$ cat src/rtl/ghbp_pkg.sv
package ghbp_pkg;

	localparam int NUM_TABLES   = 8;
	localparam int INDEX_BITS   = 11;
	localparam int COUNTER_BITS = 4;
	localparam int MIN_HISTORY  = 3;
	localparam int HISTORY_BITS = 64;

	localparam int SEL_TABLE       = 6;
	localparam int ALIAS_BITS      = 9;
	localparam int TRAIN_BITS      = 7;
	localparam int ALIAS_MISS_STEP = -4;
	localparam int THETA_BITS      = 8;
	localparam int SUM_BITS        = 9;

	localparam logic REQ_PREDICT = 1'b0;
	localparam logic REQ_UPDATE  = 1'b1;

	typedef struct packed {
		logic                       req_type;
		logic [31:0]                pc;
		logic                       real_outcome;
		logic                       predicted_outcome;
		logic signed [SUM_BITS-1:0] update_sum;
	} item_t;

	typedef struct packed {
		logic                       taken;
		logic signed [SUM_BITS-1:0] pred_sum;
	} result_t;

	localparam int ITEM_W   = $bits(item_t);
	localparam int RESULT_W = $bits(result_t);

	// Q16 power of the ratio, starting at the minimum length
	function automatic longint unsigned pow_q16(longint unsigned r, int n,
			longint unsigned cap, int minh);
		longint unsigned v;
		v = longint'(minh) << 16;
		for (int k = 0; k < n; k++) begin
			v = (v * r) >> 16;
			if (v > cap) return cap + 1;
		end
		return v;
	endfunction

	// Geometric history length of slot i, fixed at elaboration
	function automatic int hist_len(int i, int nt, int minh, int hb);
		longint unsigned cap;
		longint unsigned lo;
		longint unsigned hi;
		longint unsigned mid;
		longint unsigned v;
		longint unsigned l;
		cap = longint'(hb) << 16;
		lo  = 65536;
		hi  = 65536 * 8;
		while (lo < hi) begin
			mid = (lo + hi + 1) / 2;
			if (pow_q16(mid, nt + 2, cap, minh) <= cap) lo = mid;
			else hi = mid - 1;
		end
		if (i == 0) return 0;
		if (i == nt + 3) return hb;
		v = pow_q16(lo, i - 1, cap, minh);
		l = (v + 32768) >> 16;
		if (l > longint'(hb)) l = longint'(hb);
		return int'(l);
	endfunction

endpackage

$ cat src/rtl/ghbp_fifo.sv
module ghbp_fifo #(
	parameter int WIDTH = ghbp_pkg::ITEM_W
) (
	input  logic             clk,
	input  logic             arst_n,
	input  logic             push,
	input  logic [WIDTH-1:0] din,
	output logic             full,
	input  logic             pop,
	output logic [WIDTH-1:0] dout,
	output logic             empty
);

	logic [WIDTH-1:0] slot_q [2];
	logic             wr_ptr_q;
	logic             rd_ptr_q;
	logic [1:0]       cnt_q;
	logic             do_push;
	logic             do_pop;

	assign full    = (cnt_q == 2'd2);
	assign empty   = (cnt_q == 2'd0);
	assign do_push = push && !full;
	assign do_pop  = pop && !empty;
	assign dout    = slot_q[rd_ptr_q];

	always_ff @(posedge clk) begin
		if (do_push) slot_q[wr_ptr_q] <= din;
	end

	always_ff @(posedge clk or negedge arst_n) begin
		if (!arst_n) begin
			wr_ptr_q <= 1'b0;
			rd_ptr_q <= 1'b0;
			cnt_q    <= 2'd0;
		end else begin
			if (do_push) wr_ptr_q <= !wr_ptr_q;
			if (do_pop) rd_ptr_q <= !rd_ptr_q;
			cnt_q <= cnt_q + {1'b0, do_push} - {1'b0, do_pop};
		end
	end

endmodule

$ cat config.mk
export PLATFORM = sky130hd
export DESIGN_NAME = ghbp_fifo
export DESIGN_NICKNAME = d
export VERILOG_FILES = /design/src/rtl/ghbp_pkg.sv /design/src/rtl/ghbp_fifo.sv
export SDC_FILE = /design/constraint.sdc
export NUM_CORES = 1
export LEC_CHECK = 0
export BUFFER_PORTS_ARGS = -buffer_cell sky130_fd_sc_hd__buf_4
export CAP_MARGIN = 40
export CORE_ASPECT_RATIO = 2
export CORE_MARGIN = 2
export CORE_UTILIZATION = 30
export CTS_BUF_LIST = sky130_fd_sc_hd__clkbuf_16
export CTS_CLUSTER_SIZE = 30
export DETAILED_ROUTE_END_ITERATION = 12
export GPL_ROUTABILITY_DRIVEN = 1
export SLEW_MARGIN = 20
export SYNTH_ARGS = -nofsm -noshare
export SYNTH_HDL_FRONTEND = slang
export SYNTH_SLANG_ARGS = --single-unit
$ cat constraint.sdc
create_clock -name clk -period 3.1 [get_ports clk]
set_input_delay 0.62 -clock clk [delete_from_list [all_inputs] [get_ports clk]]
set_output_delay 0.62 -clock clk [all_outputs]
set_load 0.05 [all_outputs]
; ---- Word level (Yosys, flattened, before mapping)
; Memories as Yosys holds them, arrays and structs flattened.
; Cells that the tools add are included.
[word_totals]
register_bits = 4
ramBits = 88
elab_cells = 16
n_memories = 1
[op_classes]
addsub = 2
n_eq_ne = 1
muxes = 2
n_reduce_logical = 7
[mem_list]
columns = name, words, word_bits, rd, rd_clocked_by_memory_dff, wr, line_no
row1 = slot_q, 2, 44, 1, 0, 1, ghbp_fifo.sv:14  ; logic [WIDTH-1:0] slot_q [2];
[op_table]
columns = cell, n
row1 = logical NOT 1 bit, 4
row2 = adder 2 x 1 -> 2 bit, 1
row3 = == test 2 bit (second input constant), 1
row4 = logical AND 1 bit, 2
row5 = logical NOT 2 bit, 1
row6 = two-way mux 1 bit, 2
row7 = subtractor 2 x 1 -> 2 bit, 1

; ---- Depth between registers and ports, before layout
; Gate-level depths: netlist of the first run.
[logic_depth]
ltp_word = 5
depth_mapped = 7
mapped_depth_nobuf = 7

; ---- Worst setup path before layout of the first run
; No wires, ideal clock.
[synth_path]
path_type = in2reg
startpoint = input push
endpoint = memory slot_q[0][0] in the netlist's numbering, enable pin
t_arrival_ps = 2564
required_ps = 2655
setup_slack_ps = 90
stages = 2
cell_sequence = nand2_1 nor2_1
[synth_between]
elab_chain_cells = 3
[synth_lines]
columns = element, line_no
row1 = start: declaration, ghbp_fifo.sv:6  ; input logic push,
row2 = logical AND 1 bit, ghbp_fifo.sv:23  ; assign do_push = push && !full;
row3 = two-way mux 1 bit, ghbp_fifo.sv:28  ; if (do_push) slot_q[wr_ptr_q] <= din;
row4 = two-way mux 1 bit (not written as such), ghbp_fifo.sv:28
row5 = end: declaration, ghbp_fifo.sv:14
; Every way passes these cells.

; ---- Worst setup path in the final report of the first run
[layout_path]
startpoint = register rd_ptr_q
endpoint = output dout[0]
[layout_between]
elab_chain_cells = 1
[layout_lines]
columns = element, line_no
row1 = start: declaration, ghbp_fifo.sv:16  ; logic rd_ptr_q;
row2 = start signal: assignment, ghbp_fifo.sv:38  ; if (do_pop) rd_ptr_q <= !rd_ptr_q;
row3 = memory (2 x 44 bit), -
row4 = end: declaration, ghbp_fifo.sv:10  ; output logic [WIDTH-1:0] dout,
; Every way passes these cells.

==> summary.txt, run 1 <==
Power and ir drop
  • Peak VDD IR: 0.0005512 V
  • Overall power: 0.005323 W
  • Leakage: 1.890 nW
  • Pwr Density: 1122 nW/um^2

STA
  • Highest Clock Rate: 0.4300 GHz
  • Final worst path period need: 2.326 ns
  • RSZ-0062 raised after global routing: no
  • Final worst-path cycle share: 75.03%
  • Clk_skew: 0.005971 ns
  • Slew headroom: 59.59%
  • Final hold violations: 0
  • # setup viols final: 0
  • Setup_tns: 0 ns
  • Fin. max-slew vios: 0
  • Slew @ Worst Pin: 0.6046 ns

Floorplan
  • Core area: 11700 sq um
  • Die area: 12860 sq um
  • Initial Utilization: 30.56%
  • IO Pins: 94
  • Die Ht: 158.4 um
  • Std cell rows: 56
  • Width of the die: 81.20 um

Routing
  • DR vias/cell: 4.147
  • Final WL: 6578 um
  • Wire per inst: 16.16 um
  • Routed vias: 1688
  • Antenna Nets Post-Route: 0
  • DRC viols: 0
  • DR pass1 iterations: 4
  • Drt initial violations: 67

Worst setup path
  • Bufs and invs on worst path: 2
  • Crit path capture: dout[0]
  • Worst path cell trace: buf_12, mux2_2, buf_4
  • CP max stage cell: dfrtp_2
  • Crit path capture type: output port
  • WS Path Type: flop to output port
  • Reg2reg start: cnt_q[0]
  • R2R cell count: 4
  • Delay of the slowest cell on the worst path: 0.47 ns
  • WP data required: 2.48 ns
  • Largest delay share family, worst path: buffers and inverters
  • Worst Path Max Fanout: 40
  • FF-to-FF End: slot_q[0][20]
  • Critical Path Stages: 3
  • Crit. Startpoint: rd_ptr_q
  • CP Data Arrival Time: 1.71 ns
  • Reg-to-reg slack, setup: 1.33 ns
  • Critical path startpoint category: flop

Layout
  • Number of diodes: 0
  • Fillers: 1076
  • Fin nets: 307
  • Synth-to-layout area growth: 32.65%
  • Area occupied by multi-input gates: 743.2 sq um
  • Layout cell share with drive strength beyond 1: 59.92%
  • Register Area: 2744 sq um
  • Final instance area: 4743 sq um

Synth
  • Syn Area/Cell: 23.07 sq um
  • Mapped Cells: 155
  • EDFF count, synth: 88
  • Area leader, netlist: edfxtp_1
  • Seq cells post-synth: 92
  • Net Count, Synth: 205
  • Sequential area share after synthesis: 76.70%
  • Synth Flop Type: edfxtp_1
  • Commonest cells post-synth: 88 x edfxtp_1, 39 x mux2_4, 5 x mux2_2, 4 x buf_12, 4 x dfrtp_1
  • Netlist Area Pre-Place: 3576 sq um
  • Distinct cells, synth: 15
  • Synth top area cells: edfxtp_1 74%, mux2_4 16%, dfrtp_1 2.8%, buf_12 2.2%, mux2_2 1.6%
  • Asr flop ratio synth: 4.348%
  • Top-count cell post-synth: edfxtp_1
  • Synth top area share: 73.90%
  • YS warnings: 0

Clocking
  • Setup Buffers After CTS: 0
  • Worst skew pair latency: 0.33 ns
  • Root Buffer: clkbuf_16
  • TritonCTS clock tree: done
  • TritonCTS buffer count: 9
  • Hold buffers post-CTS: 0
  • Clk buf depth: 2
  • H-tree depth: 3
  • Sink Count: 92
  • Resized cells post-CTS: 0
  • Clock transition at path regs: 0.06 ns

Global route
  • Vias in the first global route: 1749
  • Pin count of the biggest net entering global routing: 41
  • Total GRT Usage: 10.86%
  • Initial antenna violation count: 0
  • Global-route wire length before repair: 9508 um
  • GRT overflow: 0

Run status
  • Run status: finished clean

Place
  • Hpwl dp: 4685 um
  • Input/output buffers: 93
  • DP Area: 4434 sq um
  • GP Congestion: 0.7338

Worst hold path
  • Class of the worst hold path: primary input to async pin

Run
  • MaxCap Viol Count: 0
-- worst min path at each step --
stage	startpoint	end	slack (ns)
2_1_floorplan	arst_n	cnt_q[0]	0.32
5_1_grt	arst_n	wr_ptr_q	0.06
3_5_place_dp	arst_n	wr_ptr_q	0.42
6_report	arst_n	wr_ptr_q	0.07
3_3_place_gp	arst_n	cnt_q[0]	0.42
4_1_cts	arst_n	wr_ptr_q	0.06
-- where the power goes --
part           switching [W]  internal, W  leakage [nW]
registers          0.0000950      0.00170         0.863
clock network       0.000415     0.000695         0.155
logic                0.00152     0.000891         0.872
-- kinds of logic after synthesis --
family / count (synthesis) / synth area share, %
buffers and inverters: 7 / 2.764
XOR/XNOR: 4 / 0.9799
adder cells (fa/ha/maj): 2 / 0.6997
flip-flops: 92 / 76.70
multiplexers: 44 / 17.95
AND/OR/NAND/NOR: 6 / 0.9100
-- state kept, by name (all words and copies together), names as in the netlist --
name and cells:
cnt_q 2, wr_ptr_q 1, rd_ptr_q 1, slot_q 88
-- final cells by class --
class	count	share of cell area, %
clock buffers	9	4.748
flip-flops and latches	92	57.85
inverters	2	0.1583
clock inverters	7	1.767
multi-input cells	56	15.67
well taps	145	3.825
repair buffers	96	15.99
-- layer usage --
metal | part of all wire [%] | vias to the layer above | routed length [um] | global-route usage [%]
li1 | - | 809 | - | -
met3 | 6.0 | 11 | 392 | 3.798
met5 | 0 | - | 0 | 0
met1 | 31 | 819 | 2017 | 9.465
met4 | 3.2 | 0 | 209 | 7.022
met2 | 60 | 49 | 3959 | 20.07
-- cell usage in the layout, fill, tap and decap left out --
cell type / instances
and3_2: 1
buf_12: 3
buf_4: 93
bufinv_16: 2
clkbuf_16: 9
clkinv_1: 1
clkinv_2: 1
clkinvlp_4: 1
dfrtp_1: 3
dfrtp_2: 1
edfxtp_1: 88
ha_1: 2
inv_1: 4
mux2_2: 5
mux2_4: 39
nand2_1: 1
nand2b_1: 1
nor2_1: 1
nor2_4: 1
nor2b_2: 1
xnor2_1: 3
xor2_1: 1
-- through the flow --
| step | worst slack, ns | utilization, % | cells | hold WS (ns) |
|---|---|---|---|---|
| 4_1_cts | 0.7369 | 40.54 | 407 | 0.06050 |
| 3_3_place_gp | 1.117 | 37.90 | 391 | 0.4209 |
| 6_report | 0.7742 | 40.54 | 407 | 0.07303 |
| 5_1_grt | 0.7010 | 40.54 | 407 | 0.05613 |
| 3_5_place_dp | 1.105 | 37.90 | 391 | 0.4187 |
| 2_1_floorplan | 0.09018 | - | 155 | 0.3244 |
No activity file was read; power rests on OpenSTA's default activity.
==> run 2, diff against run 1 <==
Clock period 3.1 ns to 1.92 ns, I/O delays scaled along.
==> run 2 against run 1 <==
The flow now finishes with violations (negative setup slack). First-iteration DRC count grew 18%. Non-clock buffer count grew 8. Sequential power grew 61%. Wire length shrank 3.1%. Highest routed layer unchanged. Setup slack lost 0.79 ns. Via count grew 3.2%. Largest cell class unchanged. Sequential cell count is the same. Critical path depth grew 1. Worst hold slack gained 0.16 ns.
==> summary.txt, run 2 (synthesis gave the netlist of run 1 again) <==
Floorplan
  • Die Ht: 158.4 um
  • Initial Utilization: 30.56%
  • Std cell rows: 56
  • Width of the die: 81.20 um
  • IO Pins: 94
  • Die area: 12860 sq um
  • Core area: 11700 sq um

Worst hold path
  • Hold wc startpoint: din[17]
  • WHS Endpoint: slot_q[0][17]
  • Hold depth: 1
  • Class of the worst hold path: primary input to flop

Worst setup path
  • Reg2reg start: cnt_q[0]
  • Reg-to-reg slack, setup: 0.32 ns
  • Bufs and invs on worst path: 3
  • WP data required: 1.54 ns
  • FF-to-FF End: slot_q[0][36]
  • Crit path capture type: output port
  • Delay of the slowest cell on the worst path: 0.45 ns
  • Critical path startpoint category: flop
  • Worst Path Max Fanout: 8
  • Worst path cell trace: buf_12, buf_16, mux2_4, buf_8
  • CP Data Arrival Time: 1.55 ns
  • Largest delay share family, worst path: buffers and inverters
  • R2R cell count: 4
  • WS Path Type: flop to output port
  • CP max stage cell: dfrtp_2

Layout
  • Most common cell after layout, fill and taps aside: edfxtp_1
  • Fin nets: 315
  • Biggest register: slot_q
  • Fillers: 1072
  • Max reg flops: 88
  • Layout cell share with drive strength beyond 1: 62.22%
  • Largest regs: slot_q (88), cnt_q (2)
  • Commonest non-fill, non-tap cells in the layout: 88 x edfxtp_1, 68 x buf_4, 39 x mux2_4
  • Number of diodes: 0
  • Synth-to-layout area growth: 39.43%

Power and ir drop
  • Pwr Density: 1816 nW/um^2
  • Overall power: 0.009056 W
  • Peak VDD IR: 0.0006616 V
  • Leakage: 1.981 nW

STA
  • Final worst path period need: 1.935 ns
  • Slew @ Worst Pin: 0.3608 ns
  • Final hold violations: 0
  • Clk_skew: 0.007540 ns
  • Fin. max-slew vios: 0
  • # setup viols final: 7
  • Worst setup margin: -0.01547 ns
  • Final worst-path cycle share: 100.8%
  • Slew headroom: 75.89%
  • RSZ-0062 raised after global routing: yes
  • Highest Clock Rate: 0.5167 GHz

Run status
  • Run status: finished with violations
  • Failing checks: negative setup slack

Routing
  • Top routing layer used: met4
  • Routed length on met3: 358 um
  • DRC viols: 0
  • Wire length on met2: 3878 um
  • Wire per inst: 15.35 um
  • Drt initial violations: 79
  • Final WL: 6372 um
  • DR vias/cell: 4.198
  • Routed vias: 1742
  • Antenna Nets Post-Route: 0
  • Metal-1 WL: 1987 um
  • DR pass1 iterations: 4

Global route
  • Vias in the first global route: 1890
  • Initial antenna violation count: 0
  • Global-route wire length before repair: 9577 um
  • Total GRT Usage: 10.60%
  • GRT overflow: 0
  • Pin count of the biggest net entering global routing: 35

Clocking
  • Clock transition at path regs: 0.07 ns
  • Root Buffer: clkbuf_16
  • Clk buf depth: 2
  • TritonCTS clock tree: done
  • Sink Count: 92
  • Worst skew pair latency: 0.33 ns
  • TritonCTS buffer count: 9
  • H-tree depth: 3

Place
  • Hpwl dp: 4205 um
  • GP Congestion: 0.7160
  • Input/output buffers: 93
  • Pre-CTS WS: 0.3088 ns

Run
  • MaxCap Viol Count: 0
-- run 2: worst max-delay path by stage --
stage               slack [ns]  cells past startpoint      from  endpoint
floorplan                 0.08                      7  cnt_q[1]  cnt_q[1]
global placement          0.33                      3  rd_ptr_q   dout[2]
detailed placement        0.31                      3  rd_ptr_q   dout[2]
CTS                      -0.04                      3  rd_ptr_q   dout[1]
global route             -0.07                      4  rd_ptr_q  dout[24]
finish                   -0.02                      4  rd_ptr_q  dout[24]
-- run 2: repair_timing --
action | 4_1_cts | 5_1_grt
cloned | 3 | 0
buffers inserted | 1 | 0
setup endpoints to repair | 34 | 30
resized for setup | 22 | 11
hold buffers | 1 | 0
endpoints found under the hold margin | 4 | 0
-- run 2: final cells by class --
| class | count | area [sq um] | share of cell area, % |
|---|---|---|---|
| Inverter | 2 | 7.507 | 0.1506 |
| Multi-Input combinational cell | 56 | 745.7 | 14.96 |
| Clock inverter | 7 | 76.32 | 1.531 |
| Timing Repair Buffer | 104 | 1006 | 20.18 |
| Clock buffer | 9 | 225.2 | 4.517 |
| Tap cell | 145 | 181.4 | 3.639 |
| Sequential cell | 92 | 2744 | 55.03 |
-- run 2: per-layer routing --
metal  GRT usage, %  vias up
met5              0        -
met4          5.811        0
met3          3.628        9
met2          20.15       52
met1          9.261      855
li1               -      826
-- run 2: through the flow --
stage / hold slack (ns) / utilization [%] / std cells / instance area (sq um) / TNS (ns)
floorplan: 0.08841 / - / 155 / 3587 / 0
global placement: 0.1855 / 38.11 / 394 / 4459 / 0
detailed placement: 0.1872 / 38.11 / 394 / 4459 / 0
CTS: 0.2137 / 42.26 / 415 / 4945 / -0.3642
global route: 0.2085 / 42.61 / 415 / 4986 / -0.9552
finish: 0.2313 / 42.61 / 415 / 4986 / -0.02866
-- run 2: power breakdown --
group	switching (W)	total, W	internal, W
logic	0.00257	0.00444	0.00187
registers	0.000144	0.00289	0.00275
clock network	0.000712	0.00173	0.00101
total	0.00343	0.00906	0.00563
